File: src/rtl/core/sha256_pkg.sv
// Shared constants and round functions for the SHA-256 stream hasher.
package sha256_pkg;

	localparam int unsigned BlockBytes = 64;
	localparam int unsigned Rounds     = 64;

	localparam logic [7:0] PAD_MARK = 8'h80;

	localparam logic [31:0] INIT_HASH [8] = '{
		32'h6a09e667, 32'hbb67ae85, 32'h3c6ef372, 32'ha54ff53a,
		32'h510e527f, 32'h9b05688c, 32'h1f83d9ab, 32'h5be0cd19
	};

	localparam logic [31:0] ROUND_K [64] = '{
		32'h428a2f98, 32'h71374491, 32'hb5c0fbcf, 32'he9b5dba5,
		32'h3956c25b, 32'h59f111f1, 32'h923f82a4, 32'hab1c5ed5,
		32'hd807aa98, 32'h12835b01, 32'h243185be, 32'h550c7dc3,
		32'h72be5d74, 32'h80deb1fe, 32'h9bdc06a7, 32'hc19bf174,
		32'he49b69c1, 32'hefbe4786, 32'h0fc19dc6, 32'h240ca1cc,
		32'h2de92c6f, 32'h4a7484aa, 32'h5cb0a9dc, 32'h76f988da,
		32'h983e5152, 32'ha831c66d, 32'hb00327c8, 32'hbf597fc7,
		32'hc6e00bf3, 32'hd5a79147, 32'h06ca6351, 32'h14292967,
		32'h27b70a85, 32'h2e1b2138, 32'h4d2c6dfc, 32'h53380d13,
		32'h650a7354, 32'h766a0abb, 32'h81c2c92e, 32'h92722c85,
		32'ha2bfe8a1, 32'ha81a664b, 32'hc24b8b70, 32'hc76c51a3,
		32'hd192e819, 32'hd6990624, 32'hf40e3585, 32'h106aa070,
		32'h19a4c116, 32'h1e376c08, 32'h2748774c, 32'h34b0bcb5,
		32'h391c0cb3, 32'h4ed8aa4a, 32'h5b9cca4f, 32'h682e6ff3,
		32'h748f82ee, 32'h78a5636f, 32'h84c87814, 32'h8cc70208,
		32'h90befffa, 32'ha4506ceb, 32'hbef9a3f7, 32'hc67178f2
	};

	typedef logic [31:0] word_t;

	function automatic word_t rotr(input word_t x, input int unsigned n);
		rotr = (x >> n) | (x << (32 - n));
	endfunction

	function automatic word_t big_sigma0(input word_t x);
		big_sigma0 = rotr(x, 2) ^ rotr(x, 13) ^ rotr(x, 22);
	endfunction

	function automatic word_t big_sigma1(input word_t x);
		big_sigma1 = rotr(x, 6) ^ rotr(x, 11) ^ rotr(x, 25);
	endfunction

	function automatic word_t small_sigma0(input word_t x);
		small_sigma0 = rotr(x, 7) ^ rotr(x, 18) ^ (x >> 3);
	endfunction

	function automatic word_t small_sigma1(input word_t x);
		small_sigma1 = rotr(x, 17) ^ rotr(x, 19) ^ (x >> 10);
	endfunction

	function automatic word_t choose(input word_t x, input word_t y, input word_t z);
		choose = (x & y) ^ (~x & z);
	endfunction

	function automatic word_t majority(input word_t x, input word_t y, input word_t z);
		majority = (x & y) ^ (x & z) ^ (y & z);
	endfunction

endpackage

File: src/rtl/core/sha256_stream_hasher_core.sv
// SHA-256 stream hasher: byte intake, padding sequencer and a single-round compression unit.
// Each accepted byte lands in a 512-bit block window. A full block is compressed
// by one round unit that runs one round per cycle, 64 rounds and then one
// chaining add. On the end-of-message item the sequencer writes the padding
// bytes itself, one per cycle, up to the end of the block (a second block when
// fewer than nine bytes are left), compresses, and then offers the digest as
// four 64-bit big-endian transfers, first part first. The input stalls from the
// end of a block or message until its work is done.
module sha256_stream_hasher_core
	import sha256_pkg::*;
(
	input  logic        clk,
	input  logic        arst_n,
	input  logic        item_valid,
	output logic        item_stall,
	input  logic [7:0]  byte_data,
	input  logic        byte_present,
	input  logic        message_end,
	output logic        digest_valid,
	input  logic        digest_stall,
	output logic [63:0] digest_part,
	output logic [1:0]  part_index,
	output logic        last_part
);

	localparam logic [2:0] ST_IDLE = 3'd0;
	localparam logic [2:0] ST_PAD  = 3'd1;
	localparam logic [2:0] ST_COMP = 3'd2;
	localparam logic [2:0] ST_FIN  = 3'd3;
	localparam logic [2:0] ST_OUT  = 3'd4;

	localparam int unsigned FillW  = $clog2(BlockBytes);
	localparam int unsigned RoundW = $clog2(Rounds);
	localparam int unsigned WinW   = BlockBytes * 8;

	localparam logic [FillW-1:0]  FILL_LAST  = FillW'(BlockBytes - 1);
	localparam logic [FillW-1:0]  FILL_LEN   = FillW'(BlockBytes - 8);
	localparam logic [RoundW-1:0] ROUND_LAST = RoundW'(Rounds - 1);

	logic [2:0]        state_q;
	logic [FillW-1:0]  fill_q;
	logic [63:0]       bits_q;
	logic              pad_q;
	logic              mark_q;
	logic              len_ok_q;
	logic [RoundW-1:0] rnd_q;
	logic [1:0]        part_q;
	word_t             chain_q [8];
	word_t             work_q [8];
	logic [WinW-1:0]   win_q;

	logic        accept;
	logic        shift_byte;
	logic        start_comp;
	logic [7:0]  len_byte;
	logic [7:0]  pad_byte;
	logic [7:0]  byte_in;
	word_t       w_new;
	word_t       t1;
	word_t       t2;

	assign accept = (state_q == ST_IDLE) && item_valid;

	// Message schedule taps: word j of the window is win_q[WinW-1-32*j -: 32].
	assign w_new = small_sigma1(win_q[WinW-1-32*14 -: 32]) + win_q[WinW-1-32*9 -: 32]
		+ small_sigma0(win_q[WinW-1-32*1 -: 32]) + win_q[WinW-1 -: 32];

	assign t1 = work_q[7] + big_sigma1(work_q[4]) + choose(work_q[4], work_q[5], work_q[6])
		+ ROUND_K[rnd_q] + win_q[WinW-1 -: 32];
	assign t2 = big_sigma0(work_q[0]) + majority(work_q[0], work_q[1], work_q[2]);

	// Length bytes go out most significant first at block positions 56 to 63.
	assign len_byte = bits_q[{~fill_q[2:0], 3'b000} +: 8];

	always_comb begin
		if (!mark_q) begin
			pad_byte = PAD_MARK;
		end else if (len_ok_q && (fill_q >= FILL_LEN)) begin
			pad_byte = len_byte;
		end else begin
			pad_byte = 8'h00;
		end
	end

	assign byte_in    = (state_q == ST_PAD) ? pad_byte : byte_data;
	assign shift_byte = (accept && byte_present) || (state_q == ST_PAD);
	assign start_comp = shift_byte && (fill_q == FILL_LAST);

	always_ff @(posedge clk or negedge arst_n) begin
		if (!arst_n) begin
			state_q  <= ST_IDLE;
			fill_q   <= '0;
			bits_q   <= '0;
			pad_q    <= 1'b0;
			mark_q   <= 1'b0;
			len_ok_q <= 1'b0;
			rnd_q    <= '0;
			part_q   <= '0;
			for (int i = 0; i < 8; i++) begin
				chain_q[i] <= INIT_HASH[i];
			end
		end else begin
			case (state_q)
				ST_IDLE: begin
					if (item_valid) begin
						if (byte_present) begin
							fill_q <= fill_q + 1'b1;
							bits_q <= bits_q + 64'd8;
						end
						if (start_comp) begin
							state_q <= ST_COMP;
							rnd_q   <= '0;
							pad_q   <= message_end;
						end else if (message_end) begin
							state_q <= ST_PAD;
							pad_q   <= 1'b1;
						end
					end
				end
				ST_PAD: begin
					fill_q <= fill_q + 1'b1;
					if (!mark_q) begin
						mark_q <= 1'b1;
						// The length fits behind the marker only if it lands before byte 56.
						if (fill_q < FILL_LEN) begin
							len_ok_q <= 1'b1;
						end
					end
					if (start_comp) begin
						state_q <= ST_COMP;
						rnd_q   <= '0;
					end
				end
				ST_COMP: begin
					rnd_q <= rnd_q + 1'b1;
					if (rnd_q == ROUND_LAST) begin
						state_q <= ST_FIN;
					end
				end
				ST_FIN: begin
					for (int i = 0; i < 8; i++) begin
						chain_q[i] <= chain_q[i] + work_q[i];
					end
					if (!pad_q) begin
						state_q <= ST_IDLE;
					end else if (len_ok_q) begin
						state_q <= ST_OUT;
						part_q  <= '0;
					end else begin
						// A marker in the previous block means the next one carries the length.
						if (mark_q) begin
							len_ok_q <= 1'b1;
						end
						state_q <= ST_PAD;
					end
				end
				ST_OUT: begin
					if (!digest_stall) begin
						part_q <= part_q + 1'b1;
						if (part_q == 2'd3) begin
							for (int i = 0; i < 8; i++) begin
								chain_q[i] <= INIT_HASH[i];
							end
							state_q  <= ST_IDLE;
							fill_q   <= '0;
							bits_q   <= '0;
							pad_q    <= 1'b0;
							mark_q   <= 1'b0;
							len_ok_q <= 1'b0;
						end else begin
							// Rotate so the next part always sits in the first two words.
							for (int i = 0; i < 8; i++) begin
								chain_q[i] <= chain_q[(i + 2) % 8];
							end
						end
					end
				end
				default: begin
					state_q <= ST_IDLE;
				end
			endcase
		end
	end

	always_ff @(posedge clk) begin
		if (shift_byte) begin
			win_q <= {win_q[WinW-9:0], byte_in};
		end else if (state_q == ST_COMP) begin
			win_q <= {win_q[WinW-33:0], w_new};
		end
		if (start_comp) begin
			for (int i = 0; i < 8; i++) begin
				work_q[i] <= chain_q[i];
			end
		end else if (state_q == ST_COMP) begin
			work_q[0] <= t1 + t2;
			work_q[1] <= work_q[0];
			work_q[2] <= work_q[1];
			work_q[3] <= work_q[2];
			work_q[4] <= work_q[3] + t1;
			work_q[5] <= work_q[4];
			work_q[6] <= work_q[5];
			work_q[7] <= work_q[6];
		end
	end

	assign item_stall   = (state_q != ST_IDLE);
	assign digest_valid = (state_q == ST_OUT);
	assign digest_part  = {chain_q[0], chain_q[1]};
	assign part_index   = part_q;
	assign last_part    = (part_q == 2'd3);

endmodule

File: config.mk
export PLATFORM = sky130hd
export DESIGN_NAME = sha256_stream_hasher_core
export DESIGN_NICKNAME = d
export VERILOG_FILES = /design/src/rtl/core/sha256_pkg.sv /design/src/rtl/core/sha256_stream_hasher_core.sv
export SDC_FILE = /design/constraint.sdc
export NUM_CORES = 2
export LEC_CHECK = 0
export BUFFER_PORTS_ARGS = -buffer_cell sky130_fd_sc_hd__buf_2
export CAP_MARGIN = 10
export CORE_MARGIN = 4
export CORE_UTILIZATION = 30
export DETAILED_ROUTE_END_ITERATION = 7
export PLACE_DENSITY = 0.44
export SLEW_MARGIN = 10
export SYNTH_ARGS = -nofsm -noshare
export SYNTH_HDL_FRONTEND = slang
export SYNTH_SLANG_ARGS = --single-unit
File: constraint.sdc
create_clock -name clk -period 15.8 [get_ports clk]
set_input_delay 3.95 -clock clk [delete_from_list [all_inputs] [get_ports clk]]
set_output_delay 3.95 -clock clk [all_outputs]
set_load 0.05 [all_outputs]
==> flow_summary_export.csv <==
group,metric,value,unit
detailed_routing,avgViaCountPerCell,5.24,
clock_network,cts-hold-fix-buffers,0,
floorplanning,design.die.area,268000,um^2
global_routing,globalRouteOverflowTotal,0,
floorplanning,rows,186,
timing,setup_viols_final,0,
timing,worst_pin_slew,1.24,ns
timing,rsz0062_at_grt,"no",
timing,timing.hold.ws,0.483,ns
clock_network,cts-htree-levels,4,
yosys,dominant_cells_by_area_after_synthesis,"sky130_fd_sc_hd__edfxtp_1 30%, sky130_fd_sc_hd__nand2_1 11%, sky130_fd_sc_hd__dfrtp_1 6.5%",
worst_setup_path,crit_path_max_incr_delay,0.84,ns
status,outcome,"finished, final reports clean",
yosys,synth-main-ff-cell,"sky130_fd_sc_hd__edfxtp_1",
final_layout,layout_commonest_cell,"sky130_fd_sc_hd__nand2_1",
floorplanning,core_area,257000,um^2
detailed_routing,detailedRoute.firstPassIterationCount,6,
place,dp_hpwl,220000,um
floorplanning,start_util,0.302,
clock_network,clkSinkCount,1105,
yosys,synth.ff_latch_count,1105,
final_layout,syn2layout_area_growth,10.8,%
worst_setup_path,cp-end-kind,"register",
timing,slew_viol_final,0,
yosys,synth_sequential_area_ratio,0.407,
timing,timing.slew.headroom,0.163,
worst_setup_path,worst-setup-path-type,"reg -> reg",
detailed_routing,detail_route.wl_per_cell,24.5,um
clock_network,cts-root-to-sink-buffers,3,
detailed_routing,drt_wl_total,298000,um
place,place_congestion,0.926,
detailed_routing,ant_nets,0,
timing,finalHoldViolations,0,
floorplanning,pin_count,83,
place,port_buffer_cells,82,
floorplanning,chipHeight,517,um
worst_setup_path,timing.critical_path.from_type,"register",
worst_setup_path,cp_common_cell,"sky130_fd_sc_hd__inv_1",
worst_setup_path,cpMaxStageDelayCell,"sky130_fd_sc_hd__nor4b_1",
timing,fmaxAchievable,98.2,MHz
timing,finalSetupTns,0,ns
worst_setup_path,worstRegToRegCells,35,
final_layout,layout_common_cells,"2363 x sky130_fd_sc_hd__nand2_1, 768 x sky130_fd_sc_hd__edfxtp_1, 604 x sky130_fd_sc_hd__o21ai_0",
timing,timing.final.crit_period,10.19,ns
final_layout,postLayoutCellArea,86200,um^2
worst_setup_path,worst_setup_path_startpoint,"rnd_q[1]$_DFFE_PN0P_",
clock_network,skew_pair_late_insertion_delay,0.81,ns
yosys,async_set_or_reset_register_ratio_after_synthesis,0.305,
global_routing,largest_net_degree_at_the_start_of_global_routing,218,
yosys,synth_edf_count,768,
worst_setup_path,cp.required,16.44,ns
detailed_routing,detail_route.drc_violations,0,
yosys,synthCells,8883,
min_path,worst_hold_path_type,"reg -> reg",
floorplanning,die_w,517,um
global_routing,track_usage,0.218,
worst_setup_path,critPathArrivalTime,10.83,ns
place,detailed_place.area,81100,um^2
yosys,synthesis.area_per_instance,8.76,um^2
worst_setup_path,worstPathMaxFanout,21,
yosys,synth.top_cell.area_share,0.296,
yosys,synth.net_count,9489,
final_layout,design.final.nets,9254,
worst_setup_path,r2r_start,"rnd_q[1]$_DFFE_PN0P_",
timing,final.period_utilization,0.645,
yosys,synth.yosys.warnings,0,
global_routing,grt_pass1_vias,62994,
final_layout,drive_above_1_share,0.0741,
detailed_routing,total_vias_in_the_final_route,63683,
clock_network,cts-root-buf,"sky130_fd_sc_hd__clkbuf_16",
clock_network,clkSlewWorstSetupHoldPaths,0.06,ns
global_routing,number_of_antenna_violations_at_the_first_check_in_global_routing,7,
timing,clock-skew-final,0.0531,ns
detailed_routing,first_iter_violations,5585,
clock_network,clock_tree_from_tritoncts,"yes",
yosys,post_synth_top_area_cell,"sky130_fd_sc_hd__edfxtp_1",
yosys,ys_types,92,
min_path,min-delay-start,"chain_q[8]$_DFFE_PN1P_",
clock_network,post_cts_buffers,0,
yosys,netlist_area,77800,um^2
final_layout,layout.filler_cells,26678,
clock_network,cts_repair_resized_insts,0,
min_path,number_of_cells_on_the_worst_hold_path,2,
job,maxCapViolations,0,
global_routing,grt_pass1_wl,435000,um
clock_network,cts_inserted_buffers,148,
-- Yosys cell counts, types with 51 or more instances --
library cell               instances
sky130_fd_sc_hd__xnor2_1         346
sky130_fd_sc_hd__o21a_1           76
sky130_fd_sc_hd__ha_1            397
sky130_fd_sc_hd__a31oi_1         117
sky130_fd_sc_hd__o21ai_0         605
sky130_fd_sc_hd__a21oi_1         460
sky130_fd_sc_hd__nand2_1        2368
sky130_fd_sc_hd__nand2b_1         62
sky130_fd_sc_hd__a21o_1          185
sky130_fd_sc_hd__dfrtp_1         201
sky130_fd_sc_hd__dfstp_2         136
sky130_fd_sc_hd__a211oi_1         59
sky130_fd_sc_hd__nand3_1         114
sky130_fd_sc_hd__o31ai_1          60
sky130_fd_sc_hd__nor2b_1          61
sky130_fd_sc_hd__clkbuf_1        465
sky130_fd_sc_hd__fa_1            195
sky130_fd_sc_hd__buf_4            64
sky130_fd_sc_hd__o211ai_1         51
sky130_fd_sc_hd__nor2_1          478
sky130_fd_sc_hd__nor3_1          116
sky130_fd_sc_hd__edfxtp_1        768
sky130_fd_sc_hd__and3_1           79
sky130_fd_sc_hd__xor2_1          237
sky130_fd_sc_hd__or3_1            97
sky130_fd_sc_hd__inv_1           462
-- cell families (layout without fill, tap and decap cells) --
family                     after synthesis  in the layout  synth area share
adders and majority gates              596            596             0.115
xor gates and xnor gates               583            583            0.0656
buffers and inverters                 1038            931            0.0533
and+or+nand+nor                       3531           3531             0.190
other                                    0              3                 0
DFF                                   1105           1105             0.407
muxes                                   84             84            0.0144
AOI/OAI and AO/OA                     1946           1946             0.155
-- path summary, 6_finish.rpt --
kind	slack (ns)	end
max in group asynchronous	10.32	chain_q[185]$_DFFE_PN0P_
hold reg to reg	0.48	chain_q[8]$_DFFE_PN1P_
setup / recovery	5.61	work_q[0][31]$_DFFE_PP_
setup reg to reg	5.61	work_q[0][31]$_DFFE_PP_
hold / removal	0.48	chain_q[8]$_DFFE_PN1P_
min in group asynchronous	3.12	bits_q[51]$_DFFE_PN0P_
-- cell type report --
class	count	area, um^2	share of cell area
timing repair buffer	190	1340	0.0156
tap	3384	4230	0.0491
clock inverter	77	996	0.0116
sequential	1105	31700	0.367
antenna	3	7.51	0.0000871
clock buffer	201	4070	0.0472
multi-input combinational	6740	42100	0.489
inverter	463	1750	0.0203
-- state kept, by name (all words and copies together), names as in the netlist --
signal	count
pad_q	1
len_ok_q	1
state_q	3
work_q	256
digest_part	64
mark_q	1
rnd_q	6
part_index	2
win_q	512
chain_q	192
bits_q	61
fill_q	6
-- per-stage QoR --
stage | std cells | utilization | worst slack (ns)
2_1_floorplan | 8883 | - | 4.03
3_3_place_gp | 11882 | 0.315 | 5.66
3_5_place_dp | 11882 | 0.315 | 5.69
4_1_cts | 12160 | 0.335 | 5.65
5_1_grt | 12161 | 0.335 | 4.96
6_report | 12163 | 0.335 | 5.61
-- routing by layer --
metal | GRT usage | wire (um) | up-vias
met5 | 0 | 0 | -
met4 | 0.0620 | 9160 | 0
met3 | 0.0226 | 13100 | 352
met2 | 0.364 | 140000 | 1701
met1 | 0.299 | 135000 | 31557
li1 | - | - | 30073
-- worst max-delay path: cells and delay by family (launching register included) --
kind	cells	cell delay (ns)
flops	1	0.32
xor+xnor	2	0.56
fa+ha+maj	7	3.05
buf+inv	6	0.94
compound gates	12	2.82
simple gates	8	2.31
Power is left out: the tool's default activity adds up to more than one toggle a clock period on the data nets, which glitch-free logic cannot reach.
